==> src/sv/mfpt_pkg.sv <==
// Package: shared constants, beat structs and register codes for the position tracker.
`timescale 1ns / 1ps
package mfpt_pkg;

    localparam int NUM_MOTORS_DEF     = 8;
    localparam int ENCODER_COUNTS_DEF = 8192;
    localparam int FRAC_BITS_DEF      = 16;

    localparam int STEP_LIMIT    = 4000;
    localparam int RATIO_FAST    = 19;
    localparam int RATIO_SLOW    = 36;
    localparam int DEG_PER_TURN  = 360;
    localparam int SPEED_DIV     = 19;

    localparam int ID_W      = 11;
    localparam int WORD_W    = 16;
    localparam int GEAR_W    = 8;
    localparam int MOTOR_W   = 4;
    localparam int IDXF_W    = 3;
    localparam int POS_W     = 48;
    localparam int SPD_W     = 28;
    localparam int MAG_W     = 16;
    localparam int STEP_W    = 18;
    localparam int MAGIC_W   = 64;
    localparam int HALF_W    = 32;
    localparam int PP_W      = MAG_W + HALF_W;
    localparam int PROD_W    = MAG_W + MAGIC_W;

    localparam int S_TDATA_W   = 64;
    localparam int M_TDATA_W   = 96;
    localparam int FRAME_W     = ID_W + 3 * WORD_W;
    localparam int RESULT_W    = IDXF_W + POS_W + SPD_W + WORD_W;
    localparam int CFG_INDEX_W = 2;
    localparam int CFG_DATA_W  = 11;

    localparam logic [ID_W-1:0]   BASE_ID_RESET     = 11'd513;
    localparam logic [GEAR_W-1:0] GEAR_SELECT_RESET = 8'd3;

    typedef enum logic [CFG_INDEX_W-1:0] {
        REG_BASE_ID     = 2'd0,
        REG_GEAR_SELECT = 2'd1
    } cfg_reg_t;

    typedef struct packed {
        logic [ID_W-1:0]   base_id;
        logic [GEAR_W-1:0] gear_select;
    } cfg_t;

    // first member is the highest bits, so frame_id lands at bit 0
    typedef struct packed {
        logic signed [WORD_W-1:0] current_raw;
        logic signed [WORD_W-1:0] speed_raw;
        logic signed [WORD_W-1:0] angle_raw;
        logic [ID_W-1:0]          frame_id;
    } frame_t;

    typedef struct packed {
        logic [MOTOR_W-1:0]       idx;
        logic                     fast;
        logic                     neg;
        logic [MAG_W-1:0]         mag;
        logic                     spd_neg;
        logic [MAG_W-1:0]         spd_mag;
        logic signed [WORD_W-1:0] current;
    } step_t;

    typedef struct packed {
        logic [MOTOR_W-1:0]       idx;
        logic                     neg;
        logic [POS_W-1:0]         q;
        logic                     spd_neg;
        logic [SPD_W-1:0]         spd_q;
        logic signed [WORD_W-1:0] current;
    } delta_t;

    typedef struct packed {
        logic signed [WORD_W-1:0] current_out;
        logic signed [SPD_W-1:0]  speed_scaled;
        logic signed [POS_W-1:0]  position_deg;
        logic [IDXF_W-1:0]        motor_index;
    } result_t;

endpackage

==> src/sv/mfpt_unwrap.sv <==
// Input register, motor lookup, angle state update and step unwrap stage.
`timescale 1ns / 1ps
module mfpt_unwrap #(
    parameter int NUM_MOTORS     = mfpt_pkg::NUM_MOTORS_DEF,
    parameter int ENCODER_COUNTS = mfpt_pkg::ENCODER_COUNTS_DEF
) (
    input  logic            aclk,
    input  logic            aresetn,
    input  logic            in_valid,
    output logic            in_ready,
    input  mfpt_pkg::frame_t in_data,
    input  mfpt_pkg::cfg_t  cfg,
    output logic            out_valid,
    input  logic            out_ready,
    output mfpt_pkg::step_t out_data
);
    import mfpt_pkg::*;

    localparam int IDX_W = (NUM_MOTORS > 1) ? $clog2(NUM_MOTORS) : 1;
    localparam logic signed [STEP_W-1:0] LIM_POS = STEP_W'(STEP_LIMIT);
    localparam logic signed [STEP_W-1:0] LIM_NEG = -STEP_W'(STEP_LIMIT);
    localparam logic signed [STEP_W-1:0] ENC_S   = STEP_W'(ENCODER_COUNTS);

    logic                     r0_valid_reg;
    frame_t                   r0_reg;
    logic                     r1_valid_reg;
    step_t                    r1_reg;
    logic signed [WORD_W-1:0] angle_prev_reg [NUM_MOTORS];
    logic signed [WORD_W-1:0] angle_now_reg  [NUM_MOTORS];

    logic                     r1_take;
    logic                     advance;
    logic [ID_W:0]            id_diff;
    logic                     hit;
    logic [IDX_W-1:0]         idx;
    logic [MOTOR_W-1:0]       idx_wide;
    logic signed [WORD_W-1:0] now_old;
    logic signed [WORD_W-1:0] prev_old;
    logic                     seed;
    logic signed [STEP_W-1:0] diff;
    logic signed [STEP_W-1:0] diff_u;
    logic [STEP_W-1:0]        abs_step;
    logic [WORD_W:0]          abs_spd;
    step_t                    step_next;

    assign r1_take  = !r1_valid_reg || out_ready;
    assign in_ready = !r0_valid_reg || r1_take;
    assign advance  = r0_valid_reg && r1_take;

    always_comb begin
        id_diff  = {1'b0, r0_reg.frame_id} - {1'b0, cfg.base_id};
        hit      = !id_diff[ID_W] && (id_diff[ID_W-1:0] < ID_W'(NUM_MOTORS));
        idx      = id_diff[IDX_W-1:0];
        idx_wide = MOTOR_W'(idx);
        now_old  = angle_now_reg[idx];
        prev_old = angle_prev_reg[idx];
        seed     = (now_old == '0) && (prev_old == '0);

        if (seed) begin
            diff = '0;
        end else begin
            diff = STEP_W'(r0_reg.angle_raw) - STEP_W'(now_old);
        end
        if (diff > LIM_POS) begin
            diff_u = diff - ENC_S;
        end else if (diff < LIM_NEG) begin
            diff_u = diff + ENC_S;
        end else begin
            diff_u = diff;
        end
        abs_step = diff_u[STEP_W-1] ? STEP_W'(-diff_u) : STEP_W'(diff_u);
        abs_spd  = r0_reg.speed_raw[WORD_W-1] ? (WORD_W+1)'(-(WORD_W+1)'(r0_reg.speed_raw))
                                              : (WORD_W+1)'(r0_reg.speed_raw);

        step_next.idx     = idx_wide;
        // motors past the gear register width run 36:1
        step_next.fast    = !idx_wide[MOTOR_W-1] && cfg.gear_select[idx_wide[IDXF_W-1:0]];
        step_next.neg     = diff_u[STEP_W-1];
        step_next.mag     = abs_step[MAG_W-1:0];
        step_next.spd_neg = r0_reg.speed_raw[WORD_W-1];
        step_next.spd_mag = abs_spd[MAG_W-1:0];
        step_next.current = r0_reg.current_raw;
    end

    always_ff @(posedge aclk) begin
        if (!aresetn) begin
            r0_valid_reg <= 1'b0;
            r1_valid_reg <= 1'b0;
            for (int i = 0; i < NUM_MOTORS; i++) begin
                angle_prev_reg[i] <= '0;
                angle_now_reg[i]  <= '0;
            end
        end else begin
            if (in_ready) begin
                r0_valid_reg <= in_valid;
            end
            if (r1_take) begin
                r1_valid_reg <= r0_valid_reg && hit;
            end
            if (advance && hit) begin
                angle_prev_reg[idx] <= seed ? r0_reg.angle_raw : now_old;
                angle_now_reg[idx]  <= r0_reg.angle_raw;
            end
        end
    end

    always_ff @(posedge aclk) begin
        if (in_ready && in_valid) begin
            r0_reg <= in_data;
        end
        if (advance) begin
            r1_reg <= step_next;
        end
    end

    assign out_valid = r1_valid_reg;
    assign out_data  = r1_reg;

`ifndef SYNTHESIS
    a_angle_written: assert property (@(posedge aclk) disable iff (!aresetn)
        (advance && hit) |=> angle_now_reg[$past(idx)] == $past(r0_reg.angle_raw))
        else $error("angle_now not updated for accepted frame");
    a_unknown_dropped: assert property (@(posedge aclk) disable iff (!aresetn)
        (advance && !hit) |=> !r1_valid_reg)
        else $error("unknown identifier produced a beat");
    a_seed_zero_step: assert property (@(posedge aclk) disable iff (!aresetn)
        (advance && hit && seed) |=> (r1_reg.mag == '0))
        else $error("seeding frame produced a nonzero step");
`endif

endmodule

==> src/sv/mfpt_scale.sv <==
// Reciprocal-multiply stages: step to degrees and speed divided by 19, both Q.FRAC_BITS.
`timescale 1ns / 1ps
module mfpt_scale #(
    parameter int ENCODER_COUNTS = mfpt_pkg::ENCODER_COUNTS_DEF,
    parameter int FRAC_BITS      = mfpt_pkg::FRAC_BITS_DEF
) (
    input  logic             aclk,
    input  logic             aresetn,
    input  logic             in_valid,
    output logic             in_ready,
    input  mfpt_pkg::step_t  in_data,
    output logic             out_valid,
    input  logic             out_ready,
    output mfpt_pkg::delta_t out_data
);
    import mfpt_pkg::*;

    // floor(x*A/D) = (x*ceil(2^S*A/D)) >> S for x < 2^MAG_W when 2^S >= 2^MAG_W*D
    localparam int D_FAST = RATIO_FAST * ENCODER_COUNTS;
    localparam int D_SLOW = RATIO_SLOW * ENCODER_COUNTS;
    localparam int S_POS  = MAG_W + $clog2(D_SLOW) + 1;
    localparam int S_SPD  = MAG_W + $clog2(SPEED_DIV) + 1;
    localparam logic [127:0] NUM_POS = 128'(DEG_PER_TURN) << (FRAC_BITS + S_POS);
    localparam logic [127:0] NUM_SPD = 128'(1) << (FRAC_BITS + S_SPD);
    localparam logic [MAGIC_W-1:0] MAGIC_FAST =
        MAGIC_W'((NUM_POS + 128'(D_FAST - 1)) / 128'(D_FAST));
    localparam logic [MAGIC_W-1:0] MAGIC_SLOW =
        MAGIC_W'((NUM_POS + 128'(D_SLOW - 1)) / 128'(D_SLOW));
    localparam logic [MAGIC_W-1:0] MAGIC_SPD =
        MAGIC_W'((NUM_SPD + 128'(SPEED_DIV - 1)) / 128'(SPEED_DIV));

    typedef struct packed {
        logic [MOTOR_W-1:0]       idx;
        logic                     neg;
        logic [PP_W-1:0]          pos_lo;
        logic [PP_W-1:0]          pos_hi;
        logic                     spd_neg;
        logic [PP_W-1:0]          spd_lo;
        logic [PP_W-1:0]          spd_hi;
        logic signed [WORD_W-1:0] current;
    } prod_t;

    logic               b_valid_reg;
    prod_t              b_reg;
    logic               c_valid_reg;
    delta_t             c_reg;

    logic               c_take;
    logic [MAGIC_W-1:0] magic;
    prod_t              b_next;
    logic [PROD_W-1:0]  pos_prod;
    logic [PROD_W-1:0]  spd_prod;
    delta_t             c_next;

    assign c_take   = !c_valid_reg || out_ready;
    assign in_ready = !b_valid_reg || c_take;

    always_comb begin
        magic          = in_data.fast ? MAGIC_FAST : MAGIC_SLOW;
        b_next.idx     = in_data.idx;
        b_next.neg     = in_data.neg;
        b_next.pos_lo  = PP_W'(in_data.mag * magic[HALF_W-1:0]);
        b_next.pos_hi  = PP_W'(in_data.mag * magic[MAGIC_W-1:HALF_W]);
        b_next.spd_neg = in_data.spd_neg;
        b_next.spd_lo  = PP_W'(in_data.spd_mag * MAGIC_SPD[HALF_W-1:0]);
        b_next.spd_hi  = PP_W'(in_data.spd_mag * MAGIC_SPD[MAGIC_W-1:HALF_W]);
        b_next.current = in_data.current;
    end

    always_comb begin
        pos_prod       = PROD_W'(b_reg.pos_lo) + (PROD_W'(b_reg.pos_hi) << HALF_W);
        spd_prod       = PROD_W'(b_reg.spd_lo) + (PROD_W'(b_reg.spd_hi) << HALF_W);
        c_next.idx     = b_reg.idx;
        c_next.neg     = b_reg.neg;
        c_next.q       = POS_W'(pos_prod >> S_POS);
        c_next.spd_neg = b_reg.spd_neg;
        c_next.spd_q   = SPD_W'(spd_prod >> S_SPD);
        c_next.current = b_reg.current;
    end

    always_ff @(posedge aclk) begin
        if (!aresetn) begin
            b_valid_reg <= 1'b0;
            c_valid_reg <= 1'b0;
        end else begin
            if (in_ready) begin
                b_valid_reg <= in_valid;
            end
            if (c_take) begin
                c_valid_reg <= b_valid_reg;
            end
        end
    end

    always_ff @(posedge aclk) begin
        if (in_ready && in_valid) begin
            b_reg <= b_next;
        end
        if (c_take && b_valid_reg) begin
            c_reg <= c_next;
        end
    end

    assign out_valid = c_valid_reg;
    assign out_data  = c_reg;

endmodule

==> src/sv/mfpt_accum.sv <==
// Per-motor position accumulator, sign restore and result register.
`timescale 1ns / 1ps
module mfpt_accum #(
    parameter int NUM_MOTORS = mfpt_pkg::NUM_MOTORS_DEF
) (
    input  logic              aclk,
    input  logic              aresetn,
    input  logic              in_valid,
    output logic              in_ready,
    input  mfpt_pkg::delta_t  in_data,
    output logic              out_valid,
    input  logic              out_ready,
    output mfpt_pkg::result_t out_data
);
    import mfpt_pkg::*;

    localparam int IDX_W = (NUM_MOTORS > 1) ? $clog2(NUM_MOTORS) : 1;

    logic [POS_W-1:0] pos_acc_reg [NUM_MOTORS];
    logic             out_valid_reg;
    result_t          out_reg;

    logic             load;
    logic [IDX_W-1:0] idx;
    logic [POS_W-1:0] acc_old;
    logic [POS_W-1:0] acc_next;
    logic [SPD_W-1:0] spd_next;

    assign in_ready = !out_valid_reg || out_ready;
    assign load     = in_valid && in_ready;

    always_comb begin
        idx      = in_data.idx[IDX_W-1:0];
        acc_old  = pos_acc_reg[idx];
        acc_next = in_data.neg ? acc_old - in_data.q : acc_old + in_data.q;
        spd_next = in_data.spd_neg ? SPD_W'(-in_data.spd_q) : in_data.spd_q;
    end

    always_ff @(posedge aclk) begin
        if (!aresetn) begin
            out_valid_reg <= 1'b0;
            for (int i = 0; i < NUM_MOTORS; i++) begin
                pos_acc_reg[i] <= '0;
            end
        end else begin
            if (in_ready) begin
                out_valid_reg <= in_valid;
            end
            if (load) begin
                pos_acc_reg[idx] <= acc_next;
            end
        end
    end

    always_ff @(posedge aclk) begin
        if (load) begin
            out_reg.motor_index  <= IDXF_W'(in_data.idx);
            out_reg.position_deg <= acc_next;
            out_reg.speed_scaled <= spd_next;
            out_reg.current_out  <= in_data.current;
        end
    end

    assign out_valid = out_valid_reg;
    assign out_data  = out_reg;

`ifndef SYNTHESIS
    a_pos_matches_acc: assert property (@(posedge aclk) disable iff (!aresetn)
        load |=> out_reg.position_deg == pos_acc_reg[$past(idx)])
        else $error("result position differs from stored accumulator");
    a_out_held: assert property (@(posedge aclk) disable iff (!aresetn)
        (out_valid_reg && !out_ready) |=> out_valid_reg && $stable(out_reg))
        else $error("result beat changed while stalled");
    a_idle_acc_stable: assert property (@(posedge aclk) disable iff (!aresetn)
        (in_valid && !in_ready) |=> pos_acc_reg[$past(idx)] == $past(acc_old))
        else $error("accumulator changed without a beat");
`endif

endmodule

==> src/sv/motor_feedback_position_tracker_core.sv <==
// Top level: motor feedback position tracker, stream ports and configuration registers.
//
//  channel  dir  handshake            payload
//  s_       in   s_tvalid/s_tready    s_tdata: frame beat
//  m_       out  m_tvalid/m_tready    m_tdata: result beat
//  cfg_     in   cfg_valid/cfg_ready  cfg_index, cfg_data
//
// Five register stages: input, unwrap, partial products, sum, accumulate/result.
// One beat per cycle while m_tready stays high; a result is on m_tdata once its frame has passed every register stage.
// The partial-product split of the 16x64 reciprocal multiply sets the stage count.
// Reset clears stage valids, all angle and position state, base_id to 513, gear_select to 3.
// m_tready low stalls stage by stage; s_tready drops only when every stage is full.
`timescale 1ns / 1ps
module motor_feedback_position_tracker_core #(
    parameter int NUM_MOTORS     = mfpt_pkg::NUM_MOTORS_DEF,
    parameter int ENCODER_COUNTS = mfpt_pkg::ENCODER_COUNTS_DEF,
    parameter int FRAC_BITS      = mfpt_pkg::FRAC_BITS_DEF
) (
    input  logic                             aclk,
    input  logic                             aresetn,
    input  logic                             s_tvalid,
    output logic                             s_tready,
    // frame_id[10:0], angle_raw[26:11], speed_raw[42:27], current_raw[58:43], zero[63:59]
    input  logic [mfpt_pkg::S_TDATA_W-1:0]   s_tdata,
    output logic                             m_tvalid,
    input  logic                             m_tready,
    // motor_index[2:0], position_deg[50:3], speed_scaled[78:51], current_out[94:79], zero[95]
    output logic [mfpt_pkg::M_TDATA_W-1:0]   m_tdata,
    input  logic                             cfg_valid,
    output logic                             cfg_ready,
    input  logic [mfpt_pkg::CFG_INDEX_W-1:0] cfg_index,
    input  logic [mfpt_pkg::CFG_DATA_W-1:0]  cfg_data
);
    import mfpt_pkg::*;

    cfg_t    cfg_reg;
    frame_t  frame;
    logic    u_valid;
    logic    u_ready;
    step_t   u_data;
    logic    c_valid;
    logic    c_ready;
    delta_t  c_data;
    result_t res;

    assign cfg_ready = 1'b1;
    assign frame     = s_tdata[FRAME_W-1:0];

    always_ff @(posedge aclk) begin
        if (!aresetn) begin
            cfg_reg.base_id     <= BASE_ID_RESET;
            cfg_reg.gear_select <= GEAR_SELECT_RESET;
        end else if (cfg_valid && cfg_ready) begin
            unique case (cfg_index)
                REG_BASE_ID:     cfg_reg.base_id     <= cfg_data[ID_W-1:0];
                REG_GEAR_SELECT: cfg_reg.gear_select <= cfg_data[GEAR_W-1:0];
                default: ;
            endcase
        end
    end

    mfpt_unwrap #(
        .NUM_MOTORS     (NUM_MOTORS),
        .ENCODER_COUNTS (ENCODER_COUNTS)
    ) u_unwrap (
        .aclk      (aclk),
        .aresetn   (aresetn),
        .in_valid  (s_tvalid),
        .in_ready  (s_tready),
        .in_data   (frame),
        .cfg       (cfg_reg),
        .out_valid (u_valid),
        .out_ready (u_ready),
        .out_data  (u_data)
    );

    mfpt_scale #(
        .ENCODER_COUNTS (ENCODER_COUNTS),
        .FRAC_BITS      (FRAC_BITS)
    ) u_scale (
        .aclk      (aclk),
        .aresetn   (aresetn),
        .in_valid  (u_valid),
        .in_ready  (u_ready),
        .in_data   (u_data),
        .out_valid (c_valid),
        .out_ready (c_ready),
        .out_data  (c_data)
    );

    mfpt_accum #(
        .NUM_MOTORS (NUM_MOTORS)
    ) u_accum (
        .aclk      (aclk),
        .aresetn   (aresetn),
        .in_valid  (c_valid),
        .in_ready  (c_ready),
        .in_data   (c_data),
        .out_valid (m_tvalid),
        .out_ready (m_tready),
        .out_data  (res)
    );

    assign m_tdata = {(M_TDATA_W - RESULT_W)'(0), res};

endmodule

==> config.mk <==
export PLATFORM = sky130hd
export DESIGN_NAME = motor_feedback_position_tracker_core
export DESIGN_NICKNAME = d
export VERILOG_FILES = /design/src/sv/mfpt_pkg.sv /design/src/sv/mfpt_unwrap.sv /design/src/sv/mfpt_scale.sv /design/src/sv/mfpt_accum.sv /design/src/sv/motor_feedback_position_tracker_core.sv
export SDC_FILE = /design/constraint.sdc
export NUM_CORES = 2
export LEC_CHECK = 0
export ABC_CLOCK_PERIOD_IN_PS = 29200
export BUFFER_PORTS_ARGS = -buffer_cell sky130_fd_sc_hd__buf_2
export CAP_MARGIN = 10
export CORE_MARGIN = 3
export CORE_UTILIZATION = 28
export CTS_CLUSTER_DIAMETER = 50
export DETAILED_ROUTE_END_ITERATION = 7
export SYNTH_ARGS = -nofsm -noshare
export SYNTH_HDL_FRONTEND = slang
export SYNTH_SLANG_ARGS = --single-unit
==> constraint.sdc <==
create_clock -name aclk -period 29.2 [get_ports aclk]
set_input_delay 5.84 -clock aclk [delete_from_list [all_inputs] [get_ports aclk]]
set_output_delay 5.84 -clock aclk [all_outputs]
set_load 0.01 [all_outputs]
== Word level (Yosys, flattened, before mapping) ==
Memory sizes are Yosys's and may differ from the RTL's. A register that Yosys moved wholly into a read port is not among the register bits.
Index checks and enable logic that the tools add are counted.
Operators by class
  reductions and logical operators: 28
  multiply operators: 4
  mux-type cells: 28
  add/subtract/negate cells: 11
  magnitude comparators: 4
  equality and inequality tests: 1
Operator list (count)
  $mul A16 B32 Y48: 2
  $mux W48: 2
  $add A48 B80 Y80: 1
  $mux W16: 4
  $mux W18: 3
  $add A47 B50 Y50: 1
  $add A48 B44 Y48: 1
  $reduce_or A48 Y1: 1
  $sub A48 B44 Y48: 1
  $mul A16 B31 Y47 const B: 1
  $mux W44: 1
  $logic_not A16 Y1: 2
  $neg A16 Y16: 2
  $reduce_or A16 Y1: 2
  $mux W28: 1
  $neg A28 Y28: 1
  $add A18 B15 Y18 const B: 1
  $gt A18 B13 Y1 const B: 1
  $lt A18 B13 Y1 const B: 1
  $mul A16 B2 Y18 const B: 1
  $sub A18 B15 Y18 const B: 1
  $sub A16 B16 Y17: 1
  $mux W15: 1
  $mux W3: 4
  11 further kinds: 39
Word-level totals
  word-level logic and storage cells: 116
  memories kept: 3
  flip-flop bits (word level): 507
  RAM bits: 640
  output and inout bits: 99
  bits of input ports: 82
Memory list
  u_accum.pos_acc_reg: words 8, width 48, rd ports 1, clocked after memory_dff 1, wr ports 8, line mfpt_accum.sv:19  | logic [POS_W-1:0] pos_acc_reg [NUM_MOTORS];
  u_unwrap.angle_now_reg: words 8, width 16, rd ports 1, clocked after memory_dff 0, wr ports 8, line mfpt_unwrap.sv:29  | logic signed [WORD_W-1:0] angle_now_reg [NUM_MOTORS];
  u_unwrap.angle_prev_reg: words 8, width 16, rd ports 1, clocked after memory_dff 0, wr ports 8, line mfpt_unwrap.sv:28  | logic signed [WORD_W-1:0] angle_prev_reg [NUM_MOTORS];

== Longest topological paths before layout ==
  depth after elaboration: 12
  gate-level depth with buffers: 31
  mapped depth without buffers: 30

== Cells and area by module ==
From an unflattened synthesis, not the netlist that was laid out.
Unflattened totals
  cell total of the unflattened synthesis: 5749
  area, all modules: 66613.9 µm²
Modules (own cells, without submodules)
  mfpt_scale: cells each 2385, instances 1, sequential area each 5655.4 µm², area each 25687.1 µm²
  mfpt_accum: cells each 1987, instances 1, sequential area each 14403.8 µm², area each 23113.4 µm²
  mfpt_unwrap: cells each 1297, instances 1, sequential area each 11120.7 µm², area each 17023.8 µm²
  motor_feedback_position_tracker_core: cells each 80, instances 1, sequential area each 380.4 µm², area each 789.5 µm²

== Worst setup path before layout ==
OpenSTA, ideal clock, no wires.
  kind: input to register
  start point: input port m_tready
  end point: memory u_accum.pos_acc_reg[3][0] (enable)
  required time: 28.793 ns
  setup slack: 16.009 ns
  stages: 8
  setup time: 0.407 ns
  buffers on the path: 3
  arrival: 12.785 ns
  path through: nor2b_1 > nor2b_1 > nand3_1 > or3b_2 > clkbuf_1 > clkbuf_1 > clkbuf_1 > nand2_1
RTL lines
  from (decl): line motor_feedback_position_tracker_core.sv:26  | input logic m_tready,
  to (decl): line mfpt_accum.sv:19

== Final worst setup path ==
  start point: input port m_tready
  end point: output port s_tready
Between the ends
  word-level cells in the longest chain between the ends: 5
RTL lines
  $logic_or A1 B1 Y1: line mfpt_accum.sv:29  | assign in_ready = !out_valid_reg || out_ready;
  $logic_or A1 B1 Y1: line mfpt_scale.sv:55  | assign c_take = !c_valid_reg || out_ready;
  $logic_or A1 B1 Y1: line mfpt_scale.sv:56  | assign in_ready = !b_valid_reg || c_take;
  $logic_or A1 B1 Y1: line mfpt_unwrap.sv:46  | assign r1_take = !r1_valid_reg || out_ready;
  $logic_or A1 B1 Y1: line mfpt_unwrap.sv:47  | assign in_ready = !r0_valid_reg || r1_take;
  to (decl): line motor_feedback_position_tracker_core.sv:22  | output logic s_tready,
No other way between the ends.

==> results.ini <==
[run_status]
status = complete, no violations

[layout]
drive_gt1_frac = 0.121
syn_to_final_growth_pct = 13.6
layout.nets = 6447
final_cells = 8569
largest_register_ffs = 384

[setup_path]
reg2reg_depth = 29
cp.arrival_ns = 7.31
cp-start-kind = primary input
cp_max_fo = 6
crit_path_end_kind = output pin
criticalPathCategory = in2out
r2r_start = u_unwrap.out_data[50]$_DFFE_PP_
required_ns = 23.36
r2r_setup_slack_ns = 20.39
r2r-end = u_scale.b_reg[207]$_DFFE_PP_

[routing]
drt_wl_total_um = 163000
wl_per_cell_um = 19.0
remaining_drc_errors = 0
vias = 39695
dr.pass1.iters = 5
drtAntennaViolNets = 0
drt-vias-per-instance = 4.63
drtIter0Drc = 2937

[floorplan]
core_um2 = 229000
start_util = 0.283
die_h_um = 487
dieArea_um2 = 237000
rows = 175
pin_count = 181
fp.dieW_um = 487

[clocking]
root_buffer = clkbuf_16
cts_tree = yes
clk_path_buf_depth = 3
path_clk_slew_ns = 0.06
post_cts_buffers = 0
worstSkewPairLatency_ns = 0.75
htree_num_levels = 3
numCtsBuffers = 120
cts_sinks = 1060
cts_resized = 0
ctsHoldBuffers = 0

[synth]
synth-simple-area-share = 0.0961
ys_ff_latch = 1060
synthXorXnorAreaFrac = 0.0324
synth_top_area_frac = 0.479
synth_fa_ha_area_frac = 0.219
yosysTopAreaCell = edfxtp_1
synth_flop_cell = edfxtp_1
yosysMostFrequentCell = edfxtp_1
synth_cell_types = 89
synth_edf_count = 1033
avgSynthCellArea_um2 = 12.4
ys_top_cells_by_area = edfxtp_1, fa_1, ha_1
synth_top_family_by_area = adder cells
synth_common_cells = edfxtp_1, inv_1, nor2_1
syn_inst = 5228
synth-compound-area-share = 0.0558
ys_async_sr_fraction = 0
synthMuxAreaShare = 0.0559
synth_warnings = 0
ys_seq_area_frac = 0.487
synth_area_um2 = 64800

[placed_design]
dp_hpwl_um = 114000
port_buffers = 173
gp_congestion = 0.883
place_inst = 8337

[global_route]
antenna_found_initial = 27
overflow = 0
grt_pass1_wl_um = 248000
grt_use_met3 = 0.0218
use_met1 = 0.177
track_usage = 0.136
gr-max-usage-layer = met2
grt_pass1_vias = 41212
globalRouteMet2Util = 0.235
grt_max_degree = 77

[flow_run]
cap_violations = 0

[pwr]
p_total_mw = 8.33
power_leakage_nw = 30.7
powerDensity_nw_per_um2 = 113
ir_drop_uv = 180

[sta]
fin_setup_tns_ns = 0
min_period_ns = 13.15
period_share = 0.450
fmax_mhz = 76.0
rsz0062_at_grt = false
hold_violations = 0
setup_viol_count_final = 0
worstMarginPinSlew_ns = 1.25
clock_skew_ns = 0.0475
slew_viol_final = 0
slew_headroom = 0.162

[min_path]
hold_end = u_unwrap.out_data[14]$_DFFE_PP_
worstHoldPathType = reg2reg
hp-start = u_unwrap.r0_reg[57]$_DFFE_PP_
min_path_cells = 0

==> through the flow <==
step           hold slack [ns]  worst slack, ns   util  instance area [um2]
6_report                 0.412            16.05  0.322                73600
5_1_grt                  0.420            15.91  0.322                73600
4_1_cts                  0.412            15.98  0.322                73600
3_5_place_dp             0.405            15.99  0.304                69500
3_3_place_gp             0.400            16.01  0.304                69500
2_1_floorplan            0.400            16.01      -                64900
==> layout make-up <==
cell class / count / area, um2
fillers: 22721 / 155000
flip-flops and latches: 1060 / 31600
multi-input cells: 3273 / 29900
well taps: 3009 / 3760
clock buffers: 132 / 3070
inverters: 758 / 2850
repair buffers: 237 / 1350
clock inverters: 92 / 1090
diodes: 8 / 20.0
==> routing by layer <==
metal  up-vias  routed length [um]
met5         -                  76
met3       256                9140
met1     19827               69200
met4        12                4090
li1      18525                   -
met2      1075               80300
==> cell usage in the layout (no fill, tap or decap), types with 32 or more instances in the layout <==
master,n
edfxtp_1,1033
inv_1,750
nor2_1,702
ha_1,548
fa_1,366
buf_2,173
xnor2_1,167
nand2_1,165
a21oi_1,153
and2_1,124
clkbuf_16,121
mux4_2,116
o21ai_0,100
a21o_1,72
xor2_1,69
buf_4,64
mux2_2,55
nand3_1,51
nor4_1,43
nor2b_1,42
nor3_1,41
nand2b_1,32
==> power breakdown <==
group          internal [mW]  total [mW]  switching (mW)
Combinational           2.04        4.81            2.77
Sequential              1.91        1.95          0.0391
Clock                  0.926        1.57           0.642
Total                   4.88        8.33            3.45
==> worst max path at each step <==
stage,start,endpoint
finish,m_tready,s_tready
detailed placement,m_tready,s_tready
global route,m_tready,s_tready
global placement,m_tready,s_tready
CTS,m_tready,s_tready
floorplan,m_tready,u_accum.pos_acc_reg[3][0]$_SDFFCE_PN0P_
==> worst max-delay path, cell delays in order <==
cell and delay (ns):
buf_2 0.10, nor2b_1 0.34, and3_1 0.61, nand3_1 0.20, buf_2 0.21
==> cells by family after synthesis <==
kind of cell,after synthesis
DFF,1060
muxes,206
adders and majority gates,916
AOI/OAI and AO/OA,548
and+or+nand+nor,1348
other,2
xor gates and xnor gates,238
buffers and inverters,910
No activity file was read; power rests on OpenSTA's default activity.
